$ cat config.mk
export PLATFORM = sky130hd
export DESIGN_NAME = pulse_oximeter_window_spo2_unit
export DESIGN_NICKNAME = d
export VERILOG_FILES = /design/src/hdl/pox_pkg.sv /design/src/hdl/pox_front.sv /design/src/hdl/pox_back.sv /design/src/hdl/pulse_oximeter_window_spo2_unit.sv
export SDC_FILE = /design/constraint.sdc
export NUM_CORES = 2
export LEC_CHECK = 0
export BUFFER_PORTS_ARGS = -buffer_cell sky130_fd_sc_hd__buf_2
export CORE_MARGIN = 5
export CORE_UTILIZATION = 50
export CTS_CLUSTER_DIAMETER = 60
export DETAILED_ROUTE_END_ITERATION = 7
export PLACE_DENSITY = 0.66
export REMOVE_ABC_BUFFERS = 1
export SETUP_SLACK_MARGIN = 0.2
export SYNTH_ARGS = -nofsm -noshare
export SYNTH_HDL_FRONTEND = slang
export SYNTH_SLANG_ARGS = --single-unit
$ cat constraint.sdc
create_clock -name clk -period 9.1 [get_ports clk]
set_input_delay 0.91 -clock clk [delete_from_list [all_inputs] [get_ports clk]]
set_output_delay 0.91 -clock clk [all_outputs]
set_load 0.01 [all_outputs]
$ cat src/hdl/pox_pkg.sv
// ---------------------------------------------------------------------------
// pox_pkg
// Shared types and constants for the SpO2 window unit.
// ---------------------------------------------------------------------------
package pox_pkg;

	localparam int unsigned SW = 18;
	localparam int unsigned PW = 7;

	localparam logic [1:0] REG_AC   = 2'd0;
	localparam logic [1:0] REG_DC   = 2'd1;
	localparam logic [1:0] REG_GOOD = 2'd2;

	localparam logic [SW-1:0] AC_RESET   = 18'd50;
	localparam logic [SW-1:0] DC_RESET   = 18'd5000;
	localparam logic [SW-1:0] GOOD_RESET = 18'd5000;

	localparam logic [PW-1:0] SPO2_BASE = 7'd110;
	localparam logic [PW-1:0] SPO2_LOW  = 7'd90;
	localparam logic [PW-1:0] SPO2_HIGH = 7'd100;
	localparam logic [4:0]    RATIO_K   = 5'd20;

	// job from front to back
	typedef struct packed {
		logic [SW-1:0] ir_dc;
		logic [SW-1:0] red_dc;
		logic [SW-1:0] ir_ac;
		logic [SW-1:0] red_ac;
		logic          use_ratio;
		logic          valid_spo2;
		logic          good;
	} job_t;

	typedef struct packed {
		logic [SW-1:0] ir_dc;
		logic [SW-1:0] red_dc;
		logic [SW-1:0] ir_ac;
		logic [SW-1:0] red_ac;
		logic [PW-1:0] spo2;
		logic          good;
	} res_t;

endpackage

$ cat src/hdl/pox_front.sv
// ---------------------------------------------------------------------------
// pox_front
// Window store and scan: sum, min and max over the window, one entry a cycle.
// ---------------------------------------------------------------------------
module pox_front #(
	parameter int unsigned WINDOW_LEN = 10
) (
	input  logic                   clk,
	input  logic                   arst_n,
	input  logic                   push,
	output logic                   full,
	input  logic [pox_pkg::SW-1:0] ir_sample,
	input  logic [pox_pkg::SW-1:0] red_sample,
	input  logic [pox_pkg::SW-1:0] ac_thr,
	input  logic [pox_pkg::SW-1:0] dc_thr,
	input  logic [pox_pkg::SW-1:0] good_thr,
	output logic                   job_valid,
	input  logic                   job_ready,
	output pox_pkg::job_t          job
);
	localparam int unsigned AW = (WINDOW_LEN > 1) ? $clog2(WINDOW_LEN) : 1;
	localparam int unsigned CW = $clog2(WINDOW_LEN + 1);
	localparam int unsigned SUMW = pox_pkg::SW + $clog2(WINDOW_LEN + 1);
	// mean by reciprocal multiplication, exact for every sum below 2**SUMW
	localparam int unsigned RS = SUMW + AW;
	localparam int unsigned MW = SUMW + 1;
	localparam logic [MW-1:0] RECIP =
		MW'(((64'd1 << RS) + 64'(WINDOW_LEN) - 64'd1) / 64'(WINDOW_LEN));
	localparam logic [1:0] ST_IDLE = 2'd0;
	localparam logic [1:0] ST_SCAN = 2'd1;
	localparam logic [1:0] ST_DIV  = 2'd2;
	localparam logic [1:0] ST_OUT  = 2'd3;

	logic [1:0]             state_q;
	logic [pox_pkg::SW-1:0] ir_mem [WINDOW_LEN];
	logic [pox_pkg::SW-1:0] red_mem [WINDOW_LEN];
	logic [AW-1:0]          slot_q;
	logic [CW-1:0]          fill_q;
	logic [CW-1:0]          idx_q;
	logic [SUMW-1:0]        ir_sum_q, red_sum_q;
	logic [pox_pkg::SW-1:0] ir_max_q, ir_min_q, red_max_q, red_min_q;
	logic [pox_pkg::SW-1:0] ir_dc_q, red_dc_q;
	logic                   good_q;
	logic [pox_pkg::SW-1:0] ir_rd_q, red_rd_q;
	logic [SUMW+MW-1:0]     ir_prod, red_prod;
	logic [pox_pkg::SW-1:0] ir_ac_w, red_ac_w;
	logic                   nofinger;

	assign full = (state_q != ST_IDLE);

	always_ff @(posedge clk) begin
		if (push && !full) begin
			ir_mem[slot_q]  <= ir_sample;
			red_mem[slot_q] <= red_sample;
		end
		// entries never written since reset read as zero
		ir_rd_q  <= (idx_q < fill_q) ? ir_mem[idx_q[AW-1:0]] : '0;
		red_rd_q <= (idx_q < fill_q) ? red_mem[idx_q[AW-1:0]] : '0;
	end

	always_ff @(posedge clk or negedge arst_n) begin
		if (!arst_n) begin
			state_q <= ST_IDLE;
			slot_q  <= '0;
			fill_q  <= '0;
			idx_q   <= '0;
		end else begin
			unique case (state_q)
				ST_IDLE: begin
					if (push) begin
						state_q <= ST_SCAN;
						slot_q  <= (slot_q == AW'(WINDOW_LEN - 1)) ? '0 : slot_q + 1'b1;
						if (fill_q != CW'(WINDOW_LEN))
							fill_q <= fill_q + 1'b1;
						idx_q <= '0;
					end
				end
				ST_SCAN: begin
					// read data is registered, so it lags the index
					if (idx_q == CW'(WINDOW_LEN))
						state_q <= ST_DIV;
					else
						idx_q <= idx_q + 1'b1;
				end
				ST_DIV: state_q <= ST_OUT;
				ST_OUT: if (job_ready) state_q <= ST_IDLE;
				default: state_q <= ST_IDLE;
			endcase
		end
	end

	assign ir_prod  = (SUMW+MW)'(ir_sum_q) * (SUMW+MW)'(RECIP);
	assign red_prod = (SUMW+MW)'(red_sum_q) * (SUMW+MW)'(RECIP);

	always_ff @(posedge clk) begin
		if (state_q == ST_IDLE) begin
			ir_sum_q  <= '0;
			red_sum_q <= '0;
			ir_max_q  <= '0;
			red_max_q <= '0;
			ir_min_q  <= '1;
			red_min_q <= '1;
			good_q    <= (ir_sample > good_thr);
		end else if (state_q == ST_SCAN) begin
			if (idx_q != '0) begin
				ir_sum_q  <= ir_sum_q + SUMW'(ir_rd_q);
				red_sum_q <= red_sum_q + SUMW'(red_rd_q);
				if (ir_rd_q > ir_max_q) ir_max_q <= ir_rd_q;
				if (ir_rd_q < ir_min_q) ir_min_q <= ir_rd_q;
				if (red_rd_q > red_max_q) red_max_q <= red_rd_q;
				if (red_rd_q < red_min_q) red_min_q <= red_rd_q;
			end
		end else if (state_q == ST_DIV) begin
			ir_dc_q  <= pox_pkg::SW'(ir_prod >> RS);
			red_dc_q <= pox_pkg::SW'(red_prod >> RS);
		end
	end

	assign ir_ac_w  = ir_max_q - ir_min_q;
	assign red_ac_w = red_max_q - red_min_q;
	assign nofinger = (ir_ac_w < ac_thr) || (ir_dc_q < dc_thr);

	assign job_valid       = (state_q == ST_OUT);
	assign job.ir_dc       = ir_dc_q;
	assign job.red_dc      = red_dc_q;
	assign job.ir_ac       = nofinger ? '0 : ir_ac_w;
	assign job.red_ac      = nofinger ? '0 : red_ac_w;
	assign job.valid_spo2  = !nofinger && (ir_ac_w > ac_thr);
	assign job.use_ratio   = (red_ac_w != '0) && (ir_ac_w != '0)
		&& (red_dc_q > dc_thr) && (ir_dc_q > dc_thr);
	assign job.good        = good_q;
endmodule

$ cat src/hdl/pox_back.sv
// ---------------------------------------------------------------------------
// pox_back
// Ratio unit: products, restoring division, clamp; one-entry result register.
// ---------------------------------------------------------------------------
module pox_back (
	input  logic          clk,
	input  logic          arst_n,
	input  logic          job_valid,
	output logic          job_ready,
	input  pox_pkg::job_t job,
	output logic          empty,
	input  logic          pop,
	output pox_pkg::res_t res
);
	localparam int unsigned PRW = 2 * pox_pkg::SW;
	localparam int unsigned NW  = PRW + 5;
	localparam int unsigned QW  = 7;
	localparam logic [2:0] ST_IDLE = 3'd0;
	localparam logic [2:0] ST_MUL  = 3'd1;
	localparam logic [2:0] ST_PRE  = 3'd2;
	localparam logic [2:0] ST_DIV  = 3'd3;
	localparam logic [2:0] ST_FIN  = 3'd4;
	localparam logic [2:0] ST_HOLD = 3'd5;

	logic [2:0]      state_q;
	pox_pkg::job_t   job_q;
	logic [PRW-1:0]  num_q, den_q;
	logic [NW-1:0]   dividend_q;
	logic [NW:0]     rem_q;
	logic [QW:0]     quo_q;
	logic [5:0]      cnt_q;
	logic            sat_q;
	logic [NW:0]     rem_sh;
	logic [NW:0]     rem_sub;
	logic [pox_pkg::PW-1:0] spo2_w;
	logic [pox_pkg::PW-1:0] spo2_q;

	assign job_ready = (state_q == ST_IDLE);
	assign empty     = (state_q != ST_HOLD);

	assign rem_sh  = {rem_q[NW-1:0], dividend_q[NW-1]};
	assign rem_sub = rem_sh - {1'b0, 5'd0, den_q};

	always_ff @(posedge clk or negedge arst_n) begin
		if (!arst_n) begin
			state_q <= ST_IDLE;
			cnt_q   <= '0;
		end else begin
			unique case (state_q)
				ST_IDLE: if (job_valid) state_q <= ST_MUL;
				ST_MUL:  state_q <= ST_PRE;
				ST_PRE: begin
					state_q <= ST_DIV;
					cnt_q   <= 6'(NW - 1);
				end
				ST_DIV: begin
					cnt_q <= cnt_q - 1'b1;
					if (cnt_q == '0) state_q <= ST_FIN;
				end
				ST_FIN:  state_q <= ST_HOLD;
				ST_HOLD: if (pop) state_q <= ST_IDLE;
				default: state_q <= ST_IDLE;
			endcase
		end
	end

	always_ff @(posedge clk) begin
		unique case (state_q)
			ST_IDLE: job_q <= job;
			ST_MUL: begin
				if (job_q.use_ratio) begin
					num_q <= job_q.red_ac * job_q.ir_dc;
					den_q <= job_q.red_dc * job_q.ir_ac;
				end else begin
					num_q <= PRW'(1);
					den_q <= PRW'(1);
				end
			end
			ST_PRE: begin
				// ceil(20n/d) = floor((20n + d - 1)/d)
				dividend_q <= NW'(num_q) * NW'(pox_pkg::RATIO_K) + NW'(den_q) - NW'(1);
				rem_q      <= '0;
				quo_q      <= '0;
				sat_q      <= 1'b0;
			end
			ST_DIV: begin
				dividend_q <= {dividend_q[NW-2:0], 1'b0};
				if (!rem_sub[NW]) begin
					rem_q <= rem_sub;
					if (quo_q[QW]) sat_q <= 1'b1;
					quo_q <= {quo_q[QW-1:0], 1'b1};
				end else begin
					rem_q <= rem_sh;
					if (quo_q[QW]) sat_q <= 1'b1;
					quo_q <= {quo_q[QW-1:0], 1'b0};
				end
			end
			ST_FIN: spo2_q <= spo2_w;
			default: ;
		endcase
	end

	always_comb begin
		if (!job_q.valid_spo2)
			spo2_w = '0;
		else if (sat_q || quo_q >= (QW+1)'(pox_pkg::SPO2_BASE))
			spo2_w = '0;
		else if (pox_pkg::SPO2_BASE - quo_q[QW-1:0] < pox_pkg::SPO2_LOW)
			spo2_w = pox_pkg::SPO2_LOW;
		else if (pox_pkg::SPO2_BASE - quo_q[QW-1:0] > pox_pkg::SPO2_HIGH)
			spo2_w = pox_pkg::SPO2_HIGH;
		else
			spo2_w = pox_pkg::SPO2_BASE - quo_q[QW-1:0];
	end

	assign res.ir_dc  = job_q.ir_dc;
	assign res.red_dc = job_q.red_dc;
	assign res.ir_ac  = job_q.ir_ac;
	assign res.red_ac = job_q.red_ac;
	assign res.spo2   = spo2_q;
	assign res.good   = job_q.good;
endmodule

$ cat src/hdl/pulse_oximeter_window_spo2_unit.sv
// ---------------------------------------------------------------------------
// pulse_oximeter_window_spo2_unit
// Windowed DC/AC levels and ratio-of-ratios SpO2 per IR/red sample pair.
// ---------------------------------------------------------------------------
// channel  | handshake   | beat
// input    | push/full   | ir_sample, red_sample
// result   | pop/empty   | ir_dc, red_dc, ir_ac, red_ac, spo2_percent, signal_good
// config   | cfg_we      | cfg_index, cfg_data
// Front: registered scan of the window store; takes no new beat until the job is out.
// Back: 41-step divider over the ratio products, then a hold until pop.
// Front and back overlap; throughput is set by the slower of the two and by pop.
// Reset sets thresholds to defaults and empties the window; old entries read as zero.
// A stalled pop holds the back; the front holds its finished job and keeps full high.
// ---------------------------------------------------------------------------
module pulse_oximeter_window_spo2_unit #(
	parameter int unsigned WINDOW_LEN = 10
) (
	input  logic                        clk,
	input  logic                        arst_n,
	input  logic                        push,
	output logic                        full,
	input  logic [pox_pkg::SW-1:0]      ir_sample,
	input  logic [pox_pkg::SW-1:0]      red_sample,
	output logic                        empty,
	input  logic                        pop,
	output logic [pox_pkg::SW-1:0]      ir_dc,
	output logic [pox_pkg::SW-1:0]      red_dc,
	output logic [pox_pkg::SW-1:0]      ir_ac,
	output logic [pox_pkg::SW-1:0]      red_ac,
	output logic [pox_pkg::PW-1:0]      spo2_percent,
	output logic                        signal_good,
	input  logic                        cfg_we,
	input  logic [1:0]                  cfg_index,
	input  logic [pox_pkg::SW-1:0]      cfg_data
);
	logic [pox_pkg::SW-1:0] ac_thr_q, dc_thr_q, good_thr_q;
	logic                   job_valid, job_ready;
	pox_pkg::job_t          job;
	pox_pkg::res_t          res;

	always_ff @(posedge clk or negedge arst_n) begin
		if (!arst_n) begin
			ac_thr_q   <= pox_pkg::AC_RESET;
			dc_thr_q   <= pox_pkg::DC_RESET;
			good_thr_q <= pox_pkg::GOOD_RESET;
		end else if (cfg_we) begin
			unique case (cfg_index)
				pox_pkg::REG_AC:   ac_thr_q   <= cfg_data;
				pox_pkg::REG_DC:   dc_thr_q   <= cfg_data;
				pox_pkg::REG_GOOD: good_thr_q <= cfg_data;
				default: ;
			endcase
		end
	end

	pox_front #(.WINDOW_LEN(WINDOW_LEN)) u_front (
		.clk(clk), .arst_n(arst_n), .push(push), .full(full),
		.ir_sample(ir_sample), .red_sample(red_sample),
		.ac_thr(ac_thr_q), .dc_thr(dc_thr_q), .good_thr(good_thr_q),
		.job_valid(job_valid), .job_ready(job_ready), .job(job)
	);

	pox_back u_back (
		.clk(clk), .arst_n(arst_n), .job_valid(job_valid), .job_ready(job_ready),
		.job(job), .empty(empty), .pop(pop), .res(res)
	);

	assign ir_dc        = res.ir_dc;
	assign red_dc       = res.red_dc;
	assign ir_ac        = res.ir_ac;
	assign red_ac       = res.red_ac;
	assign spo2_percent = res.spo2;
	assign signal_good  = res.good;
endmodule

==> results.cfg <==
[outcome]
status = complete, no violations

[worst_setup_path]
critPathLaunchType = flop
crit_fanout = 19
crit_chain = nand2_1 -> fa_1 -> inv_1 -> fa_1 -> inv_1 -> fa_1 -> inv_1 -> fa_1 -> inv_1 -> fa_1 -> inv_1 -> fa_1 -> ha_1 -> a21o_1 -> a21o_1 -> a21oi_1 -> or3b_2 -> a211o_1 -> a221oi_2 -> o21ai_1 -> o21ai_0 -> nand2_1 -> a2111o_1 -> o311ai_0
cpPeakStageDelay_ns = 0.87
crit_type = reg2reg
critPathMostFrequentCell = fa_1
crit_path_end_kind = flop
cp.arrival_ns = 8.20
slowest_stage = edfxtp_1
cp.required_ns = 9.62

[floorplan]
die_area_sq_um = 168000
initial_utilization = 0.504
chipHeight_um = 410
num_rows = 146
core_area_sq_um = 159000
die_w_um = 410
io_pins = 143

[power_and_ir_drop]
p_int_mw = 14.2
p_comb_frac = 0.595
switching_share = 0.451
power_frac_seq = 0.243
switching_power_mw = 11.6
ir_drop_mv = 0.498
cellLeakagePower_nw = 41.2
pwr-share-clk = 0.162
power_density_nw_per_um2 = 300

[synthesis]
synth_flop_cell = edfxtp_1
yosys_warnings = 0
synthXorXnorAreaFrac = 0.0257
synth_top_family_by_area = adder cells
ys_async_sr_fraction = 0.0884
synth-edff-count = 642
synth_compound_area_frac = 0.0872
ys_ff_latch = 871
synth_cell_types = 86
postSynthCellCount = 7737
netlist_area_sq_um = 80000
synth_seq_area_share = 0.303
synthMuxAreaShare = 0.0397
synthAdderAreaFrac = 0.353
synth-simple-area-share = 0.105
syn_area_per_cell_sq_um = 10.3

[clock_tree]
cts_root_buffer = clkbuf_16
cts-hold-fix-buffers = 0
cts.sinks = 871
clockBufferDepth = 3
postCtsSetupRepairBufs = 0
clock_latency_ns = 0.76
path_clk_slew_ns = 0.06
htree_levels = 3
cts_buffers = 102
cts_tree = done
cts-resized-gates = 0

[min_path]
hold_class = in2async

[sta]
fin_ws_ns = 1.43
rsz0062_at_grt = no
clock_skew_ns = 0.0775
max_slew_margin = 0.256
hold_viol = 0
tns_ns = 0
worst_pin_slew_ns = 1.11
fmax_mhz = 130
setup_viol = 0
report.final.slew_viol_count = 0
finalCritPeriodShare = 0.843
min_period_ns = 7.67

[finish]
nNetsFinal = 9561
layout_commonest_cell = inv_1
drive_gt1_frac = 0.0722
area_growth_pct = 7.41
mostFrequentLayoutCells = inv_1, ha_1, fa_1, nand2_1, edfxtp_1

[routing]
wl_per_cell_um = 20.5
antenna_left = 0
vias_per_cell = 5.52
drt-initial-drc-count = 3813
routed_wl_mm = 203
drc = 0
vias = 54600
first_pass_iters = 6

[global_routing]
grt_max_degree = 83
grt.total_usage = 0.242
grt_pass1_vias = 56400
grt-ovfl-total = 0
antenna_found_initial = 8
grt_pass1_wl_mm = 318

[job]
cap_violations = 0

[place]
dp_slack_ns = 1.53
place_congestion = 0.916
hpwlAfterDp_mm = 156
io_buffers = 142
==> metal layers <==
| layer | track usage | part of all wire | vias to the layer above | wire length, um |
|---|---|---|---|---|
| met4 | 0.0876 | 0.041 | 4 | 8410 |
| met1 | 0.316 | 0.41 | 27200 | 84100 |
| met2 | 0.412 | 0.49 | 1525 | 98800 |
| li1 | - | - | 25500 | - |
| met3 | 0.0354 | 0.056 | 347 | 11400 |
| met5 | 0 | 0.00013 | - | 27 |
==> flip-flops by register name, indices dropped and copies added (netlist names), 22 cells and up <==
signal and cells:
u_front.ir_sum_q 22, u_back.rem_q 41, u_back.den_q 36, u_front.ir_mem 180
u_back.res 73, u_back.num_q 36, u_front.red_mem 180, u_back.dividend_q 41
u_front.red_sum_q 22
==> kinds of logic (layout without fill, tap and decap cells) <==
family / count (synthesis) / after routing
other: 0 / 6
muxes: 223 / 223
and+or+nand+nor: 1799 / 1799
buffers and inverters: 1752 / 1828
DFF: 871 / 871
xor gates and xnor gates: 235 / 235
AOI/OAI and AO/OA: 1082 / 1082
adders and majority gates: 1775 / 1775
==> layout make-up <==
type / count / area [sq um]
fill: 13900 / 72800
multi-input combinational: 5114 / 49000
sequential: 871 / 24300
inverter: 1432 / 5380
clock buffer: 128 / 2760
tap: 2072 / 2590
timing repair buffer: 204 / 1180
clock inverter: 64 / 741
antenna: 6 / 15.0
==> path summary, 6_finish.rpt <==
path / depth (start not counted) / endpoint / from / slack (ns)
max: 24 / u_back.num_q[32]$_SDFFCE_PN0P_ / u_back.res[68]$_DFFE_PP_ / 1.43
max reg2reg: 24 / u_back.num_q[32]$_SDFFCE_PN0P_ / u_back.res[68]$_DFFE_PP_ / 1.43
max in group asynchronous: 2 / dc_thr_q[9]$_DFFE_PN1P_ / arst_n / 7.91
min reg2reg: 0 / u_back.res[0]$_DFFE_PP_ / u_front.good_q$_DFFE_PN_ / 0.43
min: 1 / good_thr_q[2]$_DFFE_PN0P_ / arst_n / 0.15
min in group clk: 1 / u_front.red_mem[2][13]$_DFFE_PP_ / red_sample[13] / 0.43
==> power by group through the flow <==
| stage | combinational, mW | clock (mW) | sequential (mW) |
|---|---|---|---|
| global placement | 15.0 | 0 | 6.35 |
| finish | 15.4 | 4.18 | 6.28 |
| global route | 17.5 | 4.44 | 6.36 |
| detailed placement | 15.3 | 0 | 6.37 |
| floorplan | 11.4 | 0 | 6.02 |
| CTS | 15.4 | 4.27 | 6.30 |
==> worst max-delay path, delay by kind of cell, from the launching register on <==
family	cells	cell delay [ns]
adders and majority gates	7	3.39
AOI/OAI and AO/OA	9	2.18
DFF	1	0.87
and+or+nand+nor	3	0.75
buffers and inverters	5	0.29
==> cell usage after synthesis, drive strengths merged (9+ instances only) <==
cell type | n | area, sq um
and4 | 13 | 116
buf | 98 | 651
o31ai | 18 | 140
dfrtp | 64 | 1600
o21bai | 19 | 143
a21boi | 19 | 143
nor2 | 322 | 1210
nand3 | 73 | 365
nand2 | 764 | 2870
o21a | 45 | 339
a211o | 12 | 105
o211ai | 17 | 128
nor4 | 19 | 119
or2 | 17 | 106
and2 | 225 | 1410
clkbuf | 222 | 833
or3 | 15 | 93.8
dfxtp | 152 | 3040
nand3b | 13 | 97.6
a31o | 9 | 78.8
edfxtp | 642 | 19300
ha | 972 | 12200
mux4 | 72 | 1620
fa | 803 | 16100
nor3 | 77 | 385
mux2 | 38 | 428
xnor2 | 138 | 1210
nor2b | 91 | 569
xor2 | 97 | 850
and3 | 47 | 294
nand4 | 45 | 282
dfstp | 13 | 342
nand2b | 56 | 350
o41ai | 9 | 86.3
a31oi | 24 | 150
a211oi | 112 | 846
a21oi | 333 | 1670
o21ai | 207 | 1040
mux2i | 113 | 1130
a21o | 169 | 1270
o22ai | 9 | 56.3
inv | 1431 | 5370
==> per-stage QoR <==
stage	util	total power, mW	std cells	hold WS (ns)	area [sq um]
after global placement	0.519	21.3	9693	0.401	82400
after detailed placement	0.519	21.7	9693	0.415	82400
after global routing	0.541	28.3	9885	0.152	85900
after floorplan	-	17.4	7417	0.400	78500
final	0.541	25.8	9891	0.148	85900
after CTS	0.541	26.0	9885	0.118	85900
(Power assumes the default switching activity.)
